==> src/hw/rtl/pgvm_pkg.sv <==
package pgvm_pkg;

    // Configuration port geometry: eight registers at 4-byte spacing on a 32-bit data port.
    localparam int ADDR_W  = 5;
    localparam int DATA_W  = 32;
    localparam int REG_IDX_W = 3;

    // Datapath widths.
    localparam int NUM_W     = 36;              // |altitude step| * 1e6 and the quotient
    localparam int DEN_W     = 32;              // time step in microseconds
    localparam int MB_W      = 16;              // serial multiplier operand (a register)
    localparam int PROD_W    = NUM_W + MB_W;    // serial multiplier product
    localparam int DIV_CNT_W = $clog2(NUM_W + 1);
    localparam int MUL_CNT_W = $clog2(MB_W + 1);
    localparam int UP_W      = 24;
    localparam int PL_W      = 17;

    localparam logic [19:0] US_PER_S = 20'd1000000;

    // Vertical saturation limits.
    localparam logic [UP_W-1:0] UP_MAX = 24'h7FFFFF;
    localparam logic [UP_W-1:0] DN_MAX = 24'h800000;

    // Register reset values.
    localparam logic [15:0] RST_CURV_LIMIT    = 16'd5243;
    localparam logic [15:0] RST_MIN_POINTS    = 16'd500;
    localparam logic [15:0] RST_PLANE_GAIN    = 16'd205;
    localparam logic [15:0] RST_VERTICAL_GAIN = 16'd205;
    localparam logic [15:0] RST_UP_BOOST      = 16'd6144;
    localparam logic [14:0] RST_X_DEADZONE    = 15'd1638;
    localparam logic [14:0] RST_Y_DEADZONE    = 15'd1638;
    localparam logic [14:0] RST_RATE_DEADZONE = 15'd50;

    typedef enum logic [REG_IDX_W-1:0] {
        REG_CURV_LIMIT    = 3'd0,
        REG_MIN_POINTS    = 3'd1,
        REG_PLANE_GAIN    = 3'd2,
        REG_VERTICAL_GAIN = 3'd3,
        REG_UP_BOOST      = 3'd4,
        REG_X_DEADZONE    = 3'd5,
        REG_Y_DEADZONE    = 3'd6,
        REG_RATE_DEADZONE = 3'd7
    } reg_idx_t;

    typedef struct packed {
        logic [15:0] curv_limit;
        logic [15:0] min_points;
        logic [15:0] plane_gain;
        logic [15:0] vertical_gain;
        logic [15:0] up_boost;
        logic [14:0] x_deadzone;
        logic [14:0] y_deadzone;
        logic [14:0] rate_deadzone;
    } cfg_t;

    typedef enum logic [6:0] {
        S_IDLE  = 7'b0000001,
        S_PREP  = 7'b0000010,
        S_DIV   = 7'b0000100,
        S_MULG  = 7'b0001000,
        S_MULB  = 7'b0010000,
        S_WAITP = 7'b0100000,
        S_DONE  = 7'b1000000
    } state_t;

endpackage

==> src/hw/rtl/pgvm_if.sv <==
// Input channel: one fitted hand-plane measurement per item.
interface pgvm_in_if;
    logic               valid;
    logic               ready;
    logic        [15:0] curvature;
    logic        [15:0] point_count;
    logic        [31:0] stamp_us;
    logic signed [15:0] altitude;
    logic signed [15:0] normal_x;
    logic signed [15:0] normal_y;
    logic signed [15:0] normal_z;

    modport source (
        output valid, curvature, point_count, stamp_us, altitude,
               normal_x, normal_y, normal_z,
        input  ready
    );
    modport sink (
        input  valid, curvature, point_count, stamp_us, altitude,
               normal_x, normal_y, normal_z,
        output ready
    );
endinterface

// Output channel: one velocity command per item.
interface pgvm_out_if;
    logic               valid;
    logic               ready;
    logic signed [16:0] vel_forward;
    logic signed [16:0] vel_right;
    logic signed [23:0] vel_up;
    logic               accepted;

    modport source (
        output valid, vel_forward, vel_right, vel_up, accepted,
        input  ready
    );
    modport sink (
        input  valid, vel_forward, vel_right, vel_up, accepted,
        output ready
    );
endinterface

==> src/hw/rtl/pgvm_cfg.sv <==
module pgvm_cfg (
    input  logic                          clk,
    input  logic                          rst_n,
    input  logic                          psel,
    input  logic                          penable,
    input  logic                          pwrite,
    input  logic [pgvm_pkg::ADDR_W-1:0]   paddr,
    input  logic [pgvm_pkg::DATA_W-1:0]   pwdata,
    output logic [pgvm_pkg::DATA_W-1:0]   prdata,
    output logic                          pready,
    output pgvm_pkg::cfg_t                cfg
);

    pgvm_pkg::cfg_t   cfg_reg;
    pgvm_pkg::reg_idx_t idx;
    logic             wr_en;

    assign pready = 1'b1;
    assign idx    = pgvm_pkg::reg_idx_t'(paddr[pgvm_pkg::ADDR_W-1:2]);
    assign wr_en  = psel && penable && pwrite;
    assign cfg    = cfg_reg;

    // Register file, written in the access phase.
    always_ff @(posedge clk or negedge rst_n)
    begin
        if (!rst_n)
        begin
            cfg_reg.curv_limit    <= pgvm_pkg::RST_CURV_LIMIT;
            cfg_reg.min_points    <= pgvm_pkg::RST_MIN_POINTS;
            cfg_reg.plane_gain    <= pgvm_pkg::RST_PLANE_GAIN;
            cfg_reg.vertical_gain <= pgvm_pkg::RST_VERTICAL_GAIN;
            cfg_reg.up_boost      <= pgvm_pkg::RST_UP_BOOST;
            cfg_reg.x_deadzone    <= pgvm_pkg::RST_X_DEADZONE;
            cfg_reg.y_deadzone    <= pgvm_pkg::RST_Y_DEADZONE;
            cfg_reg.rate_deadzone <= pgvm_pkg::RST_RATE_DEADZONE;
        end
        else if (wr_en)
        begin
            unique case (idx)
                pgvm_pkg::REG_CURV_LIMIT:    cfg_reg.curv_limit    <= pwdata[15:0];
                pgvm_pkg::REG_MIN_POINTS:    cfg_reg.min_points    <= pwdata[15:0];
                pgvm_pkg::REG_PLANE_GAIN:    cfg_reg.plane_gain    <= pwdata[15:0];
                pgvm_pkg::REG_VERTICAL_GAIN: cfg_reg.vertical_gain <= pwdata[15:0];
                pgvm_pkg::REG_UP_BOOST:      cfg_reg.up_boost      <= pwdata[15:0];
                pgvm_pkg::REG_X_DEADZONE:    cfg_reg.x_deadzone    <= pwdata[14:0];
                pgvm_pkg::REG_Y_DEADZONE:    cfg_reg.y_deadzone    <= pwdata[14:0];
                pgvm_pkg::REG_RATE_DEADZONE: cfg_reg.rate_deadzone <= pwdata[14:0];
                default: ;
            endcase
        end
    end

    // Read-back mux.
    always_comb
    begin
        unique case (idx)
            pgvm_pkg::REG_CURV_LIMIT:    prdata = 32'(cfg_reg.curv_limit);
            pgvm_pkg::REG_MIN_POINTS:    prdata = 32'(cfg_reg.min_points);
            pgvm_pkg::REG_PLANE_GAIN:    prdata = 32'(cfg_reg.plane_gain);
            pgvm_pkg::REG_VERTICAL_GAIN: prdata = 32'(cfg_reg.vertical_gain);
            pgvm_pkg::REG_UP_BOOST:      prdata = 32'(cfg_reg.up_boost);
            pgvm_pkg::REG_X_DEADZONE:    prdata = 32'(cfg_reg.x_deadzone);
            pgvm_pkg::REG_Y_DEADZONE:    prdata = 32'(cfg_reg.y_deadzone);
            pgvm_pkg::REG_RATE_DEADZONE: prdata = 32'(cfg_reg.rate_deadzone);
            default:                     prdata = '0;
        endcase
    end

endmodule

==> src/hw/rtl/pgvm_sdiv.sv <==
// Restoring divider, one quotient bit per cycle.
module pgvm_sdiv (
    input  logic                         clk,
    input  logic                         rst_n,
    input  logic                         start,
    input  logic [pgvm_pkg::NUM_W-1:0]   num,
    input  logic [pgvm_pkg::DEN_W-1:0]   den,
    output logic                         busy,
    output logic [pgvm_pkg::NUM_W-1:0]   quo
);

    logic [pgvm_pkg::DIV_CNT_W-1:0] cnt_reg;
    logic [pgvm_pkg::DEN_W-1:0]     rem_reg;
    logic [pgvm_pkg::DEN_W-1:0]     rem_next;
    logic [pgvm_pkg::DEN_W-1:0]     den_reg;
    logic [pgvm_pkg::NUM_W-1:0]     q_reg;
    logic [pgvm_pkg::NUM_W-1:0]     q_next;
    logic [pgvm_pkg::DEN_W:0]       shifted;
    logic [pgvm_pkg::DEN_W:0]       diff;
    logic                           ge;

    assign busy = (cnt_reg != '0);
    assign quo  = q_reg;

    // One trial subtraction: numerator bits leave at the top of q_reg,
    // quotient bits enter at the bottom.
    always_comb
    begin
        shifted  = {rem_reg, q_reg[pgvm_pkg::NUM_W-1]};
        ge       = (shifted >= {1'b0, den_reg});
        diff     = shifted - {1'b0, den_reg};
        rem_next = ge ? diff[pgvm_pkg::DEN_W-1:0] : shifted[pgvm_pkg::DEN_W-1:0];
        q_next   = {q_reg[pgvm_pkg::NUM_W-2:0], ge};
    end

    always_ff @(posedge clk or negedge rst_n)
    begin
        if (!rst_n)
        begin
            cnt_reg <= '0;
        end
        else if (start)
        begin
            cnt_reg <= pgvm_pkg::DIV_CNT_W'(pgvm_pkg::NUM_W);
        end
        else if (busy)
        begin
            cnt_reg <= cnt_reg - pgvm_pkg::DIV_CNT_W'(1);
        end
    end

    always_ff @(posedge clk)
    begin
        if (start)
        begin
            rem_reg <= '0;
            q_reg   <= num;
            den_reg <= den;
        end
        else if (busy)
        begin
            rem_reg <= rem_next;
            q_reg   <= q_next;
        end
    end

endmodule

==> src/hw/rtl/pgvm_smul.sv <==
// Shift-add multiplier, one multiplier bit per cycle, LSB first.
module pgvm_smul (
    input  logic                          clk,
    input  logic                          rst_n,
    input  logic                          start,
    input  logic [pgvm_pkg::NUM_W-1:0]    a,
    input  logic [pgvm_pkg::MB_W-1:0]     b,
    output logic                          busy,
    output logic [pgvm_pkg::PROD_W-1:0]   prod
);

    logic [pgvm_pkg::MUL_CNT_W-1:0] cnt_reg;
    logic [pgvm_pkg::NUM_W-1:0]     a_reg;
    logic [pgvm_pkg::NUM_W-1:0]     hi_reg;
    logic [pgvm_pkg::MB_W-1:0]      lo_reg;
    logic [pgvm_pkg::NUM_W:0]       sum;

    assign busy = (cnt_reg != '0);
    assign prod = {hi_reg, lo_reg};

    // Partial sum for the current multiplier bit.
    assign sum = {1'b0, hi_reg} + (lo_reg[0] ? {1'b0, a_reg} : '0);

    always_ff @(posedge clk or negedge rst_n)
    begin
        if (!rst_n)
        begin
            cnt_reg <= '0;
        end
        else if (start)
        begin
            cnt_reg <= pgvm_pkg::MUL_CNT_W'(pgvm_pkg::MB_W);
        end
        else if (busy)
        begin
            cnt_reg <= cnt_reg - pgvm_pkg::MUL_CNT_W'(1);
        end
    end

    always_ff @(posedge clk)
    begin
        if (start)
        begin
            a_reg  <= a;
            hi_reg <= '0;
            lo_reg <= b;
        end
        else if (busy)
        begin
            hi_reg <= sum[pgvm_pkg::NUM_W:1];
            lo_reg <= {sum[0], lo_reg[pgvm_pkg::MB_W-1:1]};
        end
    end

endmodule

==> src/hw/rtl/plane_gesture_velocity_mapper.sv <==
// Maps one fitted hand-plane measurement to one velocity command. A
// measurement counts when its curvature is below the curvature limit and its
// point count exceeds min_points; otherwise the command is all zeros and the
// stored altitude and timestamp stay as they were. The planar command takes
// the larger normal component past its deadzone, scaled by plane_gain. The
// vertical command is the altitude rate in mm/s (from the previous counted
// measurement), scaled by vertical_gain, boosted by up_boost when upward and
// saturated to 24 bits. One item is in work at a time, and a new item is
// taken while the previous command still waits on the output. The rate
// divider resolves one of 36 quotient bits per cycle; the vertical gain and
// up_boost steps share one shift-add multiplier, and the planar gain has its
// own. A rejected item skips the divider and multipliers; one with no usable
// time step skips the divider.
module plane_gesture_velocity_mapper (
    input  logic                          clk,
    input  logic                          rst_n,
    pgvm_in_if.sink                       in_ch,
    pgvm_out_if.source                    out_ch,
    input  logic                          psel,
    input  logic                          penable,
    input  logic                          pwrite,
    input  logic [pgvm_pkg::ADDR_W-1:0]   paddr,
    input  logic [pgvm_pkg::DATA_W-1:0]   pwdata,
    output logic [pgvm_pkg::DATA_W-1:0]   prdata,
    output logic                          pready
);

    pgvm_pkg::cfg_t   cfg;
    pgvm_pkg::state_t state_reg;
    pgvm_pkg::state_t state_next;

    // History of the last counted measurement.
    logic               have_prev_reg;
    logic        [31:0] prev_stamp_reg;
    logic signed [15:0] prev_alt_reg;

    // Per-item working registers.
    logic                     ok_reg;
    logic                     rate_reg;
    logic [31:0]              dt_reg;
    logic [16:0]              dalt_reg;
    logic [16:0]              pl_mag_reg;
    logic                     pl_neg_reg;
    logic                     right_reg;
    logic                     fwd_reg;
    logic [pgvm_pkg::UP_W-1:0] up_reg;
    logic [pgvm_pkg::UP_W-1:0] up_next;
    logic                     up_load;

    // Output register.
    logic                      out_valid_reg;
    logic [pgvm_pkg::PL_W-1:0] vel_fwd_reg;
    logic [pgvm_pkg::PL_W-1:0] vel_right_reg;
    logic [pgvm_pkg::UP_W-1:0] vel_up_reg;
    logic                      accepted_reg;

    // Accept-time decode.
    logic        in_acc;
    logic        ok_now;
    logic [31:0] dt_now;
    logic [16:0] dalt_now;
    logic        nz_pos;
    logic [16:0] nx_ext;
    logic [16:0] ny_ext;
    logic [16:0] ay;
    logic [16:0] ax;
    logic        yy_neg;
    logic        xx_neg;
    logic        right_now;
    logic        fwd_now;

    // Serial units.
    logic [15:0]                   dmag;
    logic [pgvm_pkg::NUM_W-1:0]    num_now;
    logic                          div_start;
    logic                          div_busy;
    logic [pgvm_pkg::NUM_W-1:0]    quo;
    logic                          vmul_start;
    logic [pgvm_pkg::NUM_W-1:0]    vmul_a;
    logic [pgvm_pkg::MB_W-1:0]     vmul_b;
    logic                          vmul_busy;
    logic [pgvm_pkg::PROD_W-1:0]   vprod;
    logic                          pmul_start;
    logic                          pmul_busy;
    logic [pgvm_pkg::PROD_W-1:0]   pprod;
    logic [43:0]                   p_gain;
    logic [39:0]                   p_boost;
    logic [16:0]                   pl_val;
    logic                          out_load;

    pgvm_cfg u_cfg (
        .clk     (clk),
        .rst_n   (rst_n),
        .psel    (psel),
        .penable (penable),
        .pwrite  (pwrite),
        .paddr   (paddr),
        .pwdata  (pwdata),
        .prdata  (prdata),
        .pready  (pready),
        .cfg     (cfg)
    );

    pgvm_sdiv u_div (
        .clk   (clk),
        .rst_n (rst_n),
        .start (div_start),
        .num   (num_now),
        .den   (dt_reg),
        .busy  (div_busy),
        .quo   (quo)
    );

    pgvm_smul u_vmul (
        .clk   (clk),
        .rst_n (rst_n),
        .start (vmul_start),
        .a     (vmul_a),
        .b     (vmul_b),
        .busy  (vmul_busy),
        .prod  (vprod)
    );

    pgvm_smul u_pmul (
        .clk   (clk),
        .rst_n (rst_n),
        .start (pmul_start),
        .a     (pgvm_pkg::NUM_W'(pl_mag_reg)),
        .b     (cfg.plane_gain),
        .busy  (pmul_busy),
        .prod  (pprod)
    );

    assign in_ch.ready = (state_reg == pgvm_pkg::S_IDLE);
    assign in_acc      = in_ch.valid && in_ch.ready;

    // Checks, time step, altitude step and planar axis choice on acceptance.
    always_comb
    begin
        ok_now    = (in_ch.curvature < cfg.curv_limit) &&
                    (in_ch.point_count > cfg.min_points);
        dt_now    = in_ch.stamp_us - prev_stamp_reg;
        dalt_now  = {in_ch.altitude[15], in_ch.altitude} - {prev_alt_reg[15], prev_alt_reg};
        nz_pos    = !in_ch.normal_z[15] && (in_ch.normal_z != '0);
        nx_ext    = {in_ch.normal_x[15], in_ch.normal_x};
        ny_ext    = {in_ch.normal_y[15], in_ch.normal_y};
        ay        = in_ch.normal_x[15] ? (17'd0 - nx_ext) : nx_ext;
        ax        = in_ch.normal_y[15] ? (17'd0 - ny_ext) : ny_ext;
        yy_neg    = in_ch.normal_x[15] ^ !nz_pos;
        xx_neg    = in_ch.normal_y[15] ^ !nz_pos;
        right_now = (ay > ax) && (ay > {2'b00, cfg.y_deadzone});
        fwd_now   = !right_now && (ax > {2'b00, cfg.x_deadzone});
    end

    // Numerator of the rate: |altitude step| times microseconds per second.
    assign dmag    = dalt_reg[16] ? 16'(17'd0 - dalt_reg) : dalt_reg[15:0];
    assign num_now = pgvm_pkg::NUM_W'(dmag) * pgvm_pkg::NUM_W'(pgvm_pkg::US_PER_S);

    assign p_gain  = vprod[pgvm_pkg::PROD_W-1:8];
    assign p_boost = vprod[pgvm_pkg::PROD_W-1:12];

    // Sequencer.
    always_comb
    begin
        state_next = state_reg;
        div_start  = 1'b0;
        pmul_start = 1'b0;
        vmul_start = 1'b0;
        vmul_a     = quo;
        vmul_b     = cfg.vertical_gain;
        up_load    = 1'b0;
        up_next    = '0;
        out_load   = 1'b0;
        unique case (state_reg)
            pgvm_pkg::S_IDLE:
            begin
                if (in_acc)
                begin
                    state_next = pgvm_pkg::S_PREP;
                end
            end
            pgvm_pkg::S_PREP:
            begin
                up_load    = 1'b1;
                pmul_start = ok_reg;
                div_start  = ok_reg && rate_reg;
                if (!ok_reg)
                begin
                    state_next = pgvm_pkg::S_DONE;
                end
                else if (rate_reg)
                begin
                    state_next = pgvm_pkg::S_DIV;
                end
                else
                begin
                    state_next = pgvm_pkg::S_WAITP;
                end
            end
            pgvm_pkg::S_DIV:
            begin
                if (!div_busy)
                begin
                    if (quo > pgvm_pkg::NUM_W'(cfg.rate_deadzone))
                    begin
                        vmul_start = 1'b1;
                        state_next = pgvm_pkg::S_MULG;
                    end
                    else
                    begin
                        state_next = pgvm_pkg::S_WAITP;
                    end
                end
            end
            pgvm_pkg::S_MULG:
            begin
                if (!vmul_busy)
                begin
                    if (!dalt_reg[16])
                    begin
                        // Upward: clamping the operand keeps the saturated result.
                        vmul_a     = (p_gain[43:36] != '0) ? '1 : p_gain[35:0];
                        vmul_b     = cfg.up_boost;
                        vmul_start = 1'b1;
                        state_next = pgvm_pkg::S_MULB;
                    end
                    else
                    begin
                        up_load    = 1'b1;
                        up_next    = 24'd0 - ((p_gain > 44'(pgvm_pkg::DN_MAX)) ?
                                              pgvm_pkg::DN_MAX : p_gain[23:0]);
                        state_next = pgvm_pkg::S_WAITP;
                    end
                end
            end
            pgvm_pkg::S_MULB:
            begin
                if (!vmul_busy)
                begin
                    up_load    = 1'b1;
                    up_next    = (p_boost > 40'(pgvm_pkg::UP_MAX)) ?
                                 pgvm_pkg::UP_MAX : p_boost[23:0];
                    state_next = pgvm_pkg::S_WAITP;
                end
            end
            pgvm_pkg::S_WAITP:
            begin
                if (!pmul_busy)
                begin
                    state_next = pgvm_pkg::S_DONE;
                end
            end
            pgvm_pkg::S_DONE:
            begin
                if (!out_valid_reg || out_ch.ready)
                begin
                    out_load   = 1'b1;
                    state_next = pgvm_pkg::S_IDLE;
                end
            end
            default:
            begin
                state_next = pgvm_pkg::S_IDLE;
            end
        endcase
    end

    // Signed planar value from the scaled magnitude.
    assign pl_val = pl_neg_reg ? (17'd0 - pprod[31:15]) : pprod[31:15];

    // Control state.
    always_ff @(posedge clk or negedge rst_n)
    begin
        if (!rst_n)
        begin
            state_reg      <= pgvm_pkg::S_IDLE;
            have_prev_reg  <= 1'b0;
            prev_stamp_reg <= '0;
            prev_alt_reg   <= '0;
            out_valid_reg  <= 1'b0;
        end
        else
        begin
            state_reg <= state_next;
            if (in_acc && ok_now)
            begin
                have_prev_reg  <= 1'b1;
                prev_stamp_reg <= in_ch.stamp_us;
                prev_alt_reg   <= in_ch.altitude;
            end
            if (out_load)
            begin
                out_valid_reg <= 1'b1;
            end
            else if (out_ch.ready)
            begin
                out_valid_reg <= 1'b0;
            end
        end
    end

    // Item payload registers.
    always_ff @(posedge clk)
    begin
        if (in_acc)
        begin
            ok_reg     <= ok_now;
            rate_reg   <= have_prev_reg && (dt_now != '0);
            dt_reg     <= dt_now;
            dalt_reg   <= dalt_now;
            pl_mag_reg <= right_now ? ay : ax;
            pl_neg_reg <= right_now ? yy_neg : xx_neg;
            right_reg  <= right_now;
            fwd_reg    <= fwd_now;
        end
        if (up_load)
        begin
            up_reg <= up_next;
        end
        if (out_load)
        begin
            vel_fwd_reg   <= (ok_reg && fwd_reg) ? pl_val : '0;
            vel_right_reg <= (ok_reg && right_reg) ? pl_val : '0;
            vel_up_reg    <= ok_reg ? up_reg : '0;
            accepted_reg  <= ok_reg;
        end
    end

    assign out_ch.valid       = out_valid_reg;
    assign out_ch.vel_forward = vel_fwd_reg;
    assign out_ch.vel_right   = vel_right_reg;
    assign out_ch.vel_up      = vel_up_reg;
    assign out_ch.accepted    = accepted_reg;

`ifndef ASSERT_OFF
    // A rejected measurement carries no velocity at all.
    a_reject_zero: assert property (@(posedge clk) disable iff (!rst_n)
        out_ch.valid && !out_ch.accepted |->
            out_ch.vel_forward == '0 && out_ch.vel_right == '0 && out_ch.vel_up == '0)
        else $error("rejected item carries a nonzero velocity");

    // At most one planar axis is driven.
    a_one_axis: assert property (@(posedge clk) disable iff (!rst_n)
        out_ch.valid |-> out_ch.vel_forward == '0 || out_ch.vel_right == '0)
        else $error("both planar axes driven");

    // The serial units are quiet whenever a new item may enter.
    a_idle_quiet: assert property (@(posedge clk) disable iff (!rst_n)
        state_reg == pgvm_pkg::S_IDLE |-> !div_busy && !vmul_busy && !pmul_busy)
        else $error("serial unit busy while idle");

    // A counted measurement becomes the history for the next one.
    a_history: assert property (@(posedge clk) disable iff (!rst_n)
        in_acc && ok_now |=> have_prev_reg && prev_stamp_reg == $past(in_ch.stamp_us))
        else $error("history not updated after a counted measurement");
`endif

endmodule

==> src/flat_wrapper.sv <==
// flat-port wrapper written by rule: the top's interface ports become plain ports
module plane_gesture_velocity_mapper_flat 
  (clk, rst_n, psel, penable, pwrite, paddr, pwdata, prdata, pready, in_ch_valid, in_ch_curvature, in_ch_point_count, in_ch_stamp_us, in_ch_altitude, in_ch_normal_x, in_ch_normal_y, in_ch_normal_z, in_ch_ready, out_ch_valid, out_ch_vel_forward, out_ch_vel_right, out_ch_vel_up, out_ch_accepted, out_ch_ready);
  pgvm_in_if in_ch_i ();
  pgvm_out_if out_ch_i ();
  input  logic clk;
  input  logic rst_n;
  input  logic psel;
  input  logic penable;
  input  logic pwrite;
  input  logic [pgvm_pkg::ADDR_W-1:0] paddr;
  input  logic [pgvm_pkg::DATA_W-1:0] pwdata;
  output logic [pgvm_pkg::DATA_W-1:0] prdata;
  output logic pready;
  input wire logic [$bits(in_ch_i.valid)-1:0] in_ch_valid;
  input wire logic [$bits(in_ch_i.curvature)-1:0] in_ch_curvature;
  input wire logic [$bits(in_ch_i.point_count)-1:0] in_ch_point_count;
  input wire logic [$bits(in_ch_i.stamp_us)-1:0] in_ch_stamp_us;
  input wire logic [$bits(in_ch_i.altitude)-1:0] in_ch_altitude;
  input wire logic [$bits(in_ch_i.normal_x)-1:0] in_ch_normal_x;
  input wire logic [$bits(in_ch_i.normal_y)-1:0] in_ch_normal_y;
  input wire logic [$bits(in_ch_i.normal_z)-1:0] in_ch_normal_z;
  output wire logic [$bits(in_ch_i.ready)-1:0] in_ch_ready;
  output wire logic [$bits(out_ch_i.valid)-1:0] out_ch_valid;
  output wire logic [$bits(out_ch_i.vel_forward)-1:0] out_ch_vel_forward;
  output wire logic [$bits(out_ch_i.vel_right)-1:0] out_ch_vel_right;
  output wire logic [$bits(out_ch_i.vel_up)-1:0] out_ch_vel_up;
  output wire logic [$bits(out_ch_i.accepted)-1:0] out_ch_accepted;
  input wire logic [$bits(out_ch_i.ready)-1:0] out_ch_ready;
  assign in_ch_i.valid = in_ch_valid;
  assign in_ch_i.curvature = in_ch_curvature;
  assign in_ch_i.point_count = in_ch_point_count;
  assign in_ch_i.stamp_us = in_ch_stamp_us;
  assign in_ch_i.altitude = in_ch_altitude;
  assign in_ch_i.normal_x = in_ch_normal_x;
  assign in_ch_i.normal_y = in_ch_normal_y;
  assign in_ch_i.normal_z = in_ch_normal_z;
  assign in_ch_ready = in_ch_i.ready;
  assign out_ch_valid = out_ch_i.valid;
  assign out_ch_vel_forward = out_ch_i.vel_forward;
  assign out_ch_vel_right = out_ch_i.vel_right;
  assign out_ch_vel_up = out_ch_i.vel_up;
  assign out_ch_accepted = out_ch_i.accepted;
  assign out_ch_i.ready = out_ch_ready;
  plane_gesture_velocity_mapper u_core (.clk(clk), .rst_n(rst_n), .in_ch(in_ch_i), .out_ch(out_ch_i), .psel(psel), .penable(penable), .pwrite(pwrite), .paddr(paddr), .pwdata(pwdata), .prdata(prdata), .pready(pready));
endmodule
==> config.mk <==
export PLATFORM = sky130hd
export DESIGN_NAME = plane_gesture_velocity_mapper_flat
export DESIGN_NICKNAME = d
export VERILOG_FILES = /design/src/hw/rtl/pgvm_pkg.sv /design/src/hw/rtl/pgvm_if.sv /design/src/hw/rtl/pgvm_cfg.sv /design/src/hw/rtl/pgvm_sdiv.sv /design/src/hw/rtl/pgvm_smul.sv /design/src/hw/rtl/plane_gesture_velocity_mapper.sv /design/src/flat_wrapper.sv
export SDC_FILE = /design/constraint.sdc
export NUM_CORES = 2
export LEC_CHECK = 0
export BUFFER_PORTS_ARGS = -buffer_cell sky130_fd_sc_hd__buf_2
export CORE_MARGIN = 1.5
export CORE_UTILIZATION = 43
export CTS_CLUSTER_DIAMETER = 50
export DETAILED_ROUTE_END_ITERATION = 6
export GPL_TIMING_DRIVEN = 0
export PLACE_DENSITY = 0.71
export SLEW_MARGIN = 10
export SYNTH_ARGS = -nofsm -noshare
export SYNTH_HDL_FRONTEND = slang
export SYNTH_SLANG_ARGS = --single-unit
==> constraint.sdc <==
create_clock -name clk -period 10.55 [get_ports clk]
set_clock_uncertainty 0.1 [all_clocks]
set_input_delay 1.5825 -clock clk [delete_from_list [all_inputs] [get_ports clk]]
set_output_delay 1.5825 -clock clk [all_outputs]
set_load 0.01 [all_outputs]
==> metrics.yaml <==
fin_tns_setup_ps: 0
rows: 111
yosys.area_share.simple: 0.153
ys_seq_area_frac: 0.409
grtUsageTotal: 0.224
worst_hold_slack_ps: 313
dieArea_sq_um: 94100
dr.pass1.iters: 6
clockRootBuffer: "clkbuf_16"
start_util: 0.434
ff2ff_setup_slack_ps: 2490
antenna_found_initial: 5
grt_pass1_wl_mm: 168
hold_viol: 0
status: "complete, no violations"
rsz0062_at_grt: "no"
cpPeakStageDelay_ps: 690
drive_gt1_frac: 0.132
synthDistinctLibCells: 90
async_flop_share: 0.325
io_buffers: 229
cp_top_family: "adder cells"
cp-start-kind: "flip-flop"
worstPathCellList: "clkbuf_1 > clkbuf_1 > nand2_1 > o21ai_0 > inv_1 > fa_1 > inv_1 > fa_1 > fa_1 > fa_1 > ha_1 > inv_1 > fa_1 > inv_1 > ha_1 > nand2_1 > nor2_1 > a2111o_1 > nand3_1 > a21boi_0 > o21ai_0 > or3b_2 > a32o_1"
ys_warn_count: 0
setup_viol: 0
grt_pass1_vias: 30700
cts_htree_levels: 3
antennaDiodeCount: 0
synthMuxAreaShare: 0.0489
crit_slowest_cell: "clkbuf_1"
clk_transition_reported_paths_ps: 60
syn_inst: 4190
worstSetupEndpointType: "flip-flop"
worst_ep_required_time_ps: 10840
die_height_um: 307
path_class: "flip-flop to flip-flop"
cp.depth: 23
max_slew_margin: 0.214
hold_buffers: 0
avgViaCountPerCell: 5.58
ys_seq_elements: 609
cts_buffers: 80
cts.path.max_buffers: 3
dr.first_iter.drc_count: 2775
worstPathMaxFanout: 10
post_cts_buffers: 0
drt-wirelength-per-cell_um: 18.5
via_count: 32200
crit_end: "u_core.u_div.quo[32]"
path_buf_inv: 6
netlist_area_sq_um: 39700
rr_worst_depth: 23
crit_top_cell: "fa_1"
reg2reg_from: "u_core.dalt_reg[16]"
largest_register_ffs: 125
final_nets: 5089
syn_to_final_growth_pct: 13.9
synth_compound_area_frac: 0.156
drt-total-wl_mm: 107
dominantRegCellSynth: "edfxtp_1"
fin_crit_ps: 8060
grt_max_degree: 88
synth_top_family_by_area: "compound AO/OA/AOI/OAI gates"
fin_crit_sh: 0.764
synth_xor_area_frac: 0.0437
overflow: 0
maxCapViolations: 0
cp.arrival_ps: 8350
drtAntennaViolNets: 0
tritoncts: "done"
synth-edff-count: 301
fmax_mhz: 124
drc: 0
cts_resized: 0
slew_viol_final: 0
die_w_um: 307
gp_congestion: 0.967
place_hpwl_mm: 82.5
rr_endpoint: "u_core.u_div.quo[32]"
hold_class: "flip-flop to flip-flop"
core_sq_um: 91500
avgSynthCellArea_sq_um: 9.47
io_pins: 266
clk_latency_ps: 660
startpoint: "u_core.dalt_reg[16]"
synth_adder_area_share: 0.133
worstMarginPinSlew_ps: 1170
cts_sinks: 609
worst register-to-register path, delay by kind of cell, from the launching register on:
| family | cells | cell delay [ps] |
|---|---|---|
| fa+ha+maj | 7 | 3220 |
| buf+inv | 6 | 1840 |
| flops | 1 | 480 |
| simple gates | 5 | 800 |
| compound gates | 5 | 1370 |
worst min-delay path by stage:
stage	start	to	slack (ps)	cells after the start
3_3_place_gp	u_core.pl_mag_reg[3]	u_core.u_pmul.a_reg[3]	300	0
4_1_cts	u_core.dt_reg[10]	u_core.u_div.den_reg[10]	310	0
3_5_place_dp	u_core.dt_reg[12]	u_core.u_div.den_reg[12]	300	0
5_1_grt	u_core.pl_mag_reg[6]	u_core.u_pmul.a_reg[6]	320	0
2_1_floorplan	u_core.dt_reg[0]	u_core.u_div.den_reg[0]	300	0
6_report	u_core.dt_reg[10]	u_core.u_div.den_reg[10]	310	0
layout by cell type (no fill, tap or decap), types with 27 or more instances in the layout:
master,netlist,routed
xor2_1,80,80
o31ai_1,37,37
and2_1,89,88
buf_2,9,238
dfstp_2,42,42
dfxtp_1,110,110
ha_1,340,340
nand2_1,402,401
clkbuf_16,0,81
inv_1,378,378
nor4_1,33,33
mux2i_1,33,33
o21ai_0,247,247
a31oi_1,52,52
nand2b_1,29,29
mux2_2,120,120
o22ai_1,35,35
clkbuf_1,138,146
o21a_1,42,42
nand3_1,86,86
a211oi_1,27,27
dfrtp_1,156,156
a21oi_1,232,232
fa_1,51,51
xnor2_1,118,118
nor2b_1,39,38
a21o_1,111,111
nand4_1,31,31
edfxtp_1,301,301
nor2_1,332,332
nor3_1,120,120
or3_1,29,29
routing by layer:
metal | part of all wire | wire length, um | track usage
met1 | 0.45 | 48500 | 0.317
met2 | 0.44 | 46900 | 0.347
met3 | 0.078 | 8360 | 0.0414
met4 | 0.028 | 2970 | 0.0701
met5 | 0.00043 | 46 | 0
synthesized netlist by cell type (22+ instances only):
cell / instances / area [sq um]
o21bai_1: 22 / 165
inv_1: 378 / 1420
or3_1: 29 / 181
o31ai_1: 37 / 278
mux2_2: 120 / 1350
dfrtp_1: 156 / 3900
and3_1: 22 / 138
a21o_1: 111 / 833
edfxtp_1: 301 / 9040
dfstp_2: 42 / 1100
nand3_1: 86 / 430
o22ai_1: 35 / 219
dfxtp_1: 110 / 2200
nor3_1: 120 / 601
and2_1: 89 / 557
xnor2_1: 118 / 1030
xor2_1: 80 / 701
a21oi_1: 232 / 1160
clkbuf_1: 138 / 518
nor2b_1: 39 / 244
or4_1: 24 / 180
ha_1: 340 / 4250
o21ai_0: 247 / 1240
nand2b_1: 29 / 181
nor4_1: 33 / 206
nand4_1: 31 / 194
nor2_1: 332 / 1250
mux2i_1: 33 / 330
fa_1: 51 / 1020
a31oi_1: 52 / 325
nand2_1: 402 / 1510
a211oi_1: 27 / 203
o21a_1: 42 / 315
cell type report:
| class | count | area, sq um |
|---|---|---|
| fill | 8434 | 46300 |
| multi-input combinational | 3035 | 21300 |
| sequential | 609 | 16200 |
| clock buffer | 94 | 2120 |
| tap | 1186 | 1480 |
| inverter | 383 | 1440 |
| timing repair buffer | 236 | 1310 |
| buffer | 181 | 772 |
| clock inverter | 53 | 527 |
per-stage QoR:
step           area (sq um)  worst slack [ps]  utilization  cells
6_report              45200              2490        0.494   5777
3_3_place_gp          42400              2650        0.463   5623
4_1_cts               45200              2520        0.494   5777
5_1_grt               45200              2070        0.494   5777
3_5_place_dp          42600              2530        0.465   5630
2_1_floorplan         39800              3820            -   4208
cell families after synthesis:
kind of cell / after synthesis
adder cells (fa/ha/maj): 391
multiplexers: 165
buffers and inverters: 564
AO/OA/AOI/OAI: 974
AND/OR/NAND/NOR: 1287
other: 2
XOR/XNOR: 198
flip-flops: 609
Power is left out: the tool's default activity adds up to more than one toggle a clock period on the data nets, which glitch-free logic cannot reach.
